### src/rtl/core/srlh_pkg.sv
`timescale 1ns / 1ps

package srlh_pkg;

    // command codes carried in s_tuser
    localparam logic [1:0] CMD_REQUEST = 2'd0;
    localparam logic [1:0] CMD_FLUSH   = 2'd1;
    localparam logic [1:0] CMD_READ    = 2'd2;

    localparam int CMD_W   = 2;
    localparam int START_W = 48;
    localparam int LEN_W   = 16;
    localparam int IDX_W   = 6;
    localparam int COUNT_W = 32;
    localparam int TOTAL_W = 48;

    localparam logic [COUNT_W-1:0] COUNT_MAX = '1;
    localparam logic [TOTAL_W-1:0] TOTAL_MAX = '1;

    // result buffer depth, covers the histogram read stage plus two waiting results
    localparam int FIFO_DEPTH = 3;

    typedef struct packed {
        logic valid;
        logic is_read;
    } op_ctrl_t;

    typedef struct packed {
        logic [TOTAL_W-1:0] total_blocks;
        logic [COUNT_W-1:0] bin_count;
    } result_t;

endpackage

### src/rtl/core/srlh_out_fifo.sv
`timescale 1ns / 1ps

module srlh_out_fifo
    import srlh_pkg::*;
(
    input  logic                       aclk,
    input  logic                       aresetn,
    input  logic                       in_valid,
    input  result_t                    in_data,
    output logic [1:0]                 occupancy,
    output logic                       m_tvalid,
    input  logic                       m_tready,
    output logic [COUNT_W+TOTAL_W-1:0] m_tdata
);

    result_t    entry_reg [FIFO_DEPTH];
    logic [1:0] wr_ptr_reg, wr_ptr_next;
    logic [1:0] rd_ptr_reg, rd_ptr_next;
    logic [1:0] count_reg, count_next;
    logic       pop;

    assign pop       = m_tvalid && m_tready;
    assign m_tvalid  = count_reg != 2'd0;
    assign m_tdata   = entry_reg[rd_ptr_reg];
    assign occupancy = count_reg;

    always_comb begin
        wr_ptr_next = wr_ptr_reg;
        rd_ptr_next = rd_ptr_reg;
        count_next  = count_reg;
        if (in_valid) begin
            wr_ptr_next = (wr_ptr_reg == 2'(FIFO_DEPTH - 1)) ? 2'd0 : wr_ptr_reg + 2'd1;
        end
        if (pop) begin
            rd_ptr_next = (rd_ptr_reg == 2'(FIFO_DEPTH - 1)) ? 2'd0 : rd_ptr_reg + 2'd1;
        end
        if (in_valid && !pop) begin
            count_next = count_reg + 2'd1;
        end else if (!in_valid && pop) begin
            count_next = count_reg - 2'd1;
        end
    end

    always_ff @(posedge aclk) begin
        if (in_valid) begin
            entry_reg[wr_ptr_reg] <= in_data;
        end
        if (!aresetn) begin
            wr_ptr_reg <= '0;
            rd_ptr_reg <= '0;
            count_reg  <= '0;
        end else begin
            wr_ptr_reg <= wr_ptr_next;
            rd_ptr_reg <= rd_ptr_next;
            count_reg  <= count_next;
        end
    end

    a_no_overflow: assert property (@(posedge aclk) disable iff (!aresetn)
        in_valid |-> (count_reg != 2'(FIFO_DEPTH) || pop))
        else $error("result buffer overflow");

endmodule

### config.mk
export PLATFORM = sky130hd
export DESIGN_NAME = srlh_out_fifo
export DESIGN_NICKNAME = d
export VERILOG_FILES = /design/src/rtl/core/srlh_pkg.sv /design/src/rtl/core/srlh_out_fifo.sv
export SDC_FILE = /design/constraint.sdc
export NUM_CORES = 1
export LEC_CHECK = 0
export BUFFER_PORTS_ARGS = -buffer_cell sky130_fd_sc_hd__clkbuf_2
export CORE_ASPECT_RATIO = 0.6
export CORE_UTILIZATION = 50
export CTS_CLUSTER_DIAMETER = 200
export CTS_CLUSTER_SIZE = 20
export DETAILED_ROUTE_END_ITERATION = 10
export GPL_ROUTABILITY_DRIVEN = 0
export PLACE_DENSITY = 0.77
export SLEW_MARGIN = 20
export SYNTH_ARGS = -nofsm -noshare
export SYNTH_HDL_FRONTEND = slang
export SYNTH_SLANG_ARGS = --single-unit
### constraint.sdc
create_clock -name aclk -period 6.62 [get_ports aclk]
set_input_delay 0 -clock aclk [delete_from_list [all_inputs] [get_ports aclk]]
set_output_delay 0 -clock aclk [all_outputs]
set_load 0.05 [all_outputs]
==> results.py <==
metrics = {
    "worst_setup_path": {
        "crit_chain": "buf_4 -> mux2i_1 -> o21ai_1 -> clkbuf_2",
        "crit_path_start_kind": "flop",
        "worst_path_max_delay_cell": "dfxtp_4",
        "path_class": "flop to output port",
        "required_ns": 6.62,
        "path_buf_inv": 2,
        "critPathMaxStageDelay_ns": 0.77,
        "endpoint_kind": "output port",
        "crit_family": "buffers and inverters",
        "arrival_ns": 2.80,
        "cp_max_fo": 44,
        "rrSetupSlack_ns": 4.14,
    },
    "logic_synthesis": {
        "postSynthAreaPerCell_sq_um": 17.0,
        "ys_warn_count": 0,
        "yosysMostFrequentCell": "edfxtp_1",
        "synthFlopType": "edfxtp_1",
        "syn-cell-area_sq_mm": 0.00917,
        "yosysTopAreaCellShare_pct": 78.6,
        "synth_edf_count": 240,
        "synth_nets": 623,
        "seq_area_frac_synth_pct": 80.3,
        "yosys-top-cells-area": "edfxtp_1, mux2i_1, o21ai_1",
        "synth_area_leader_cell": "edfxtp_1",
        "yosys-top-cells-count": "edfxtp_1, nand2_1, mux2i_1, o21ai_1, buf_2",
        "synth.ff_latch_count": 248,
        "synth_cells": 538,
        "synth-async-reset-ratio_pct": 0,
        "synth_cell_type_count": 22,
    },
    "layout": {
        "largest_register_ff_count": 240,
        "syn_to_final_growth_pct": 25.9,
        "nets": 872,
        "finalInstanceArea_sq_mm": 0.0115,
        "fin_util_pct": 65.8,
        "drive_gt1_share_pct": 24.9,
    },
    "floorplan": {
        "coreArea_sq_mm": 0.0175,
        "die_area_sq_mm": 0.0189,
        "die_x_um": 177,
        "io-pin-count": 167,
        "die_h_um": 107,
        "initial_core_util_pct": 52.3,
        "rows": 37,
    },
    "global_route": {
        "antenna_found_initial": 1,
        "grt_pass1_wl_um": 27600,
        "overflow": 0,
        "top_usage_layer": "met2",
        "grt_use_total_pct": 19.2,
        "gr-usage-met3_pct": 4.57,
        "grt_pass1_vias": 5424,
        "use_met2_pct": 33.0,
        "grt_max_degree": 85,
        "grt_use_met1_pct": 25.1,
    },
    "sta": {
        "final.min_clock_period_ns": 2.80,
        "timing.hold.ws_ns": 0.266,
        "final-setup-viol-count": 0,
        "fmax_mhz": 357,
        "rsz0062_at_grt": "false",
        "fin_setup_tns_ns": 0,
        "tightest_slew_ns": 0.830,
        "post-route-period-util_pct": 42.3,
        "fin_skew_ns": 0.0180,
        "hold_viol_final": 0,
        "maxSlewHeadroom_pct": 44.7,
        "slew_viol_final": 0,
    },
    "routing": {
        "drc": 0,
        "wl_per_cell_um": 17.6,
        "dr.pass1.iters": 5,
        "dr_total_vias": 5246,
        "wl_um": 18100,
        "detail-route-antenna-nets": 0,
        "viasPerCell": 5.11,
        "drt_iter0_markers": 346,
    },
    "power": {
        "p_leak_nw": 4.02,
        "peakVddDrop_mv": 0.219,
        "p_per_area_mw_per_mm2": 345,
        "design_power_total_mw": 3.99,
    },
    "clocking": {
        "cts_hold_buf": 84,
        "cts-resized-gates": 0,
        "htree_num_levels": 1,
        "clkTransAtPathRegs_ns": 0.09,
        "clockBufferDepth": 3,
        "postCtsSetupRepairBufs": 0,
        "cts_inserted_buffers": 16,
        "clock_latency_ns": 0.48,
        "cts.sinks": 248,
        "cts_tree": "built",
        "cts_root_buf": "clkbuf_16",
    },
    "outcome": {
        "status": "completed",
    },
    "worst_hold_path": {
        "hp-class": "input pin to flop",
    },
    "flow_run": {
        "max-cap-violations": 0,
    },
    "placement": {
        "placed_cell_area_sq_mm": 0.0102,
        "port_buffers": 166,
        "hpwl_um": 10800,
    },
}
==> cells in the final DEF, fill, tap and decap left out <==
| cell type | Yosys | layout |
|---|---|---|
| a21boi_1 | 3 | 3 |
| and2_1 | 1 | 1 |
| buf_4 | 8 | 6 |
| buf_6 | 0 | 1 |
| clkbuf_1 | 6 | 5 |
| clkbuf_16 | 0 | 17 |
| clkbuf_2 | 0 | 166 |
| clkinv_8 | 0 | 1 |
| dfxtp_1 | 8 | 6 |
| dfxtp_4 | 0 | 2 |
| diode_2 | 0 | 1 |
| dlygate4sd3_1 | 0 | 84 |
| edfxtp_1 | 240 | 240 |
| ha_1 | 1 | 1 |
| mux2i_1 | 80 | 80 |
| nand2_1 | 84 | 84 |
| nor2_4 | 0 | 2 |
| nor2b_1 | 2 | 2 |
| nor3b_4 | 0 | 1 |
| o21a_1 | 2 | 2 |
| o21ai_0 | 1 | 1 |
| o21ai_1 | 80 | 80 |
| o21ai_2 | 1 | 1 |
| or2_1 | 1 | 1 |
| or3_1 | 2 | 2 |
| or3b_1 | 1 | 1 |
| xnor2_1 | 1 | 1 |
| xor2_1 | 1 | 1 |
==> where the power goes <==
group,switching (mW),internal [mW],leakage [nW]
clock,0.472,0.473,0.222
combinational,0.847,0.312,1.51
sequential,0.0767,1.81,2.29
==> worst register-to-register path: stages, from the launching register on <==
cell and delay [ns]:
dfxtp_1 0.46, nand2_1 0.14, nor2_4 0.50, buf_4 0.57, o21a_1 0.21, dlygate4sd3_1 0.54
==> worst paths after layout <==
kind                            cells past startpoint                       start                         end
worst max register to register                      5  wr_ptr_reg[0]$_SDFFE_PN0P_  wr_ptr_reg[1]$_SDFFE_PN0P_
worst min-delay path                                2                 in_data[66]  entry_reg[1][66]$_DFFE_PP_
worst max-delay path                                4                        flop                 m_tdata[45]
worst min register to register                      2  rd_ptr_reg[1]$_SDFFE_PN0P_                        flop
==> kinds of logic (layout without fill, tap and decap cells) <==
family                   Yosys count  count (layout)  synth area share, %
AO/OA/AOI/OAI                     87              87                 4.93
XOR/XNOR                           2               2                0.191
other                              0               1                    0
buffers and inverters             26             280                 1.56
adder cells (fa/ha/maj)            1               1                0.136
multiplexers                      80              80                 8.73
flip-flops                       248             248                 80.3
AND/OR/NAND/NOR                   94              94                 4.11
==> area by class of cell <==
| class | count | area [sq um] |
|---|---|---|
| flip-flops and latches | 248 | 7370 |
| fillers | 1235 | 6000 |
| clock inverters | 1 | 16.3 |
| clock buffers | 22 | 444 |
| diodes | 1 | 2.50 |
| repair buffers | 257 | 1730 |
| multi-input cells | 264 | 1690 |
| well taps | 234 | 293 |
==> per-layer routing <==
layer,share of wire (%),wire length [um]
met5,0,0
met3,7.3,1310
met4,1.7,302
met1,42,7530
met2,49,8960
==> metrics by stage <==
| step | instances | setup slack, ns |
|---|---|---|
| 2_1_floorplan | 538 | 2.29 |
| 3_3_place_gp | 919 | 4.37 |
| 3_5_place_dp | 919 | 4.33 |
| 4_1_cts | 1026 | 3.82 |
| 5_1_grt | 1027 | 3.66 |
| 6_report | 1027 | 3.82 |
Power figures use the tool's default switching activity.
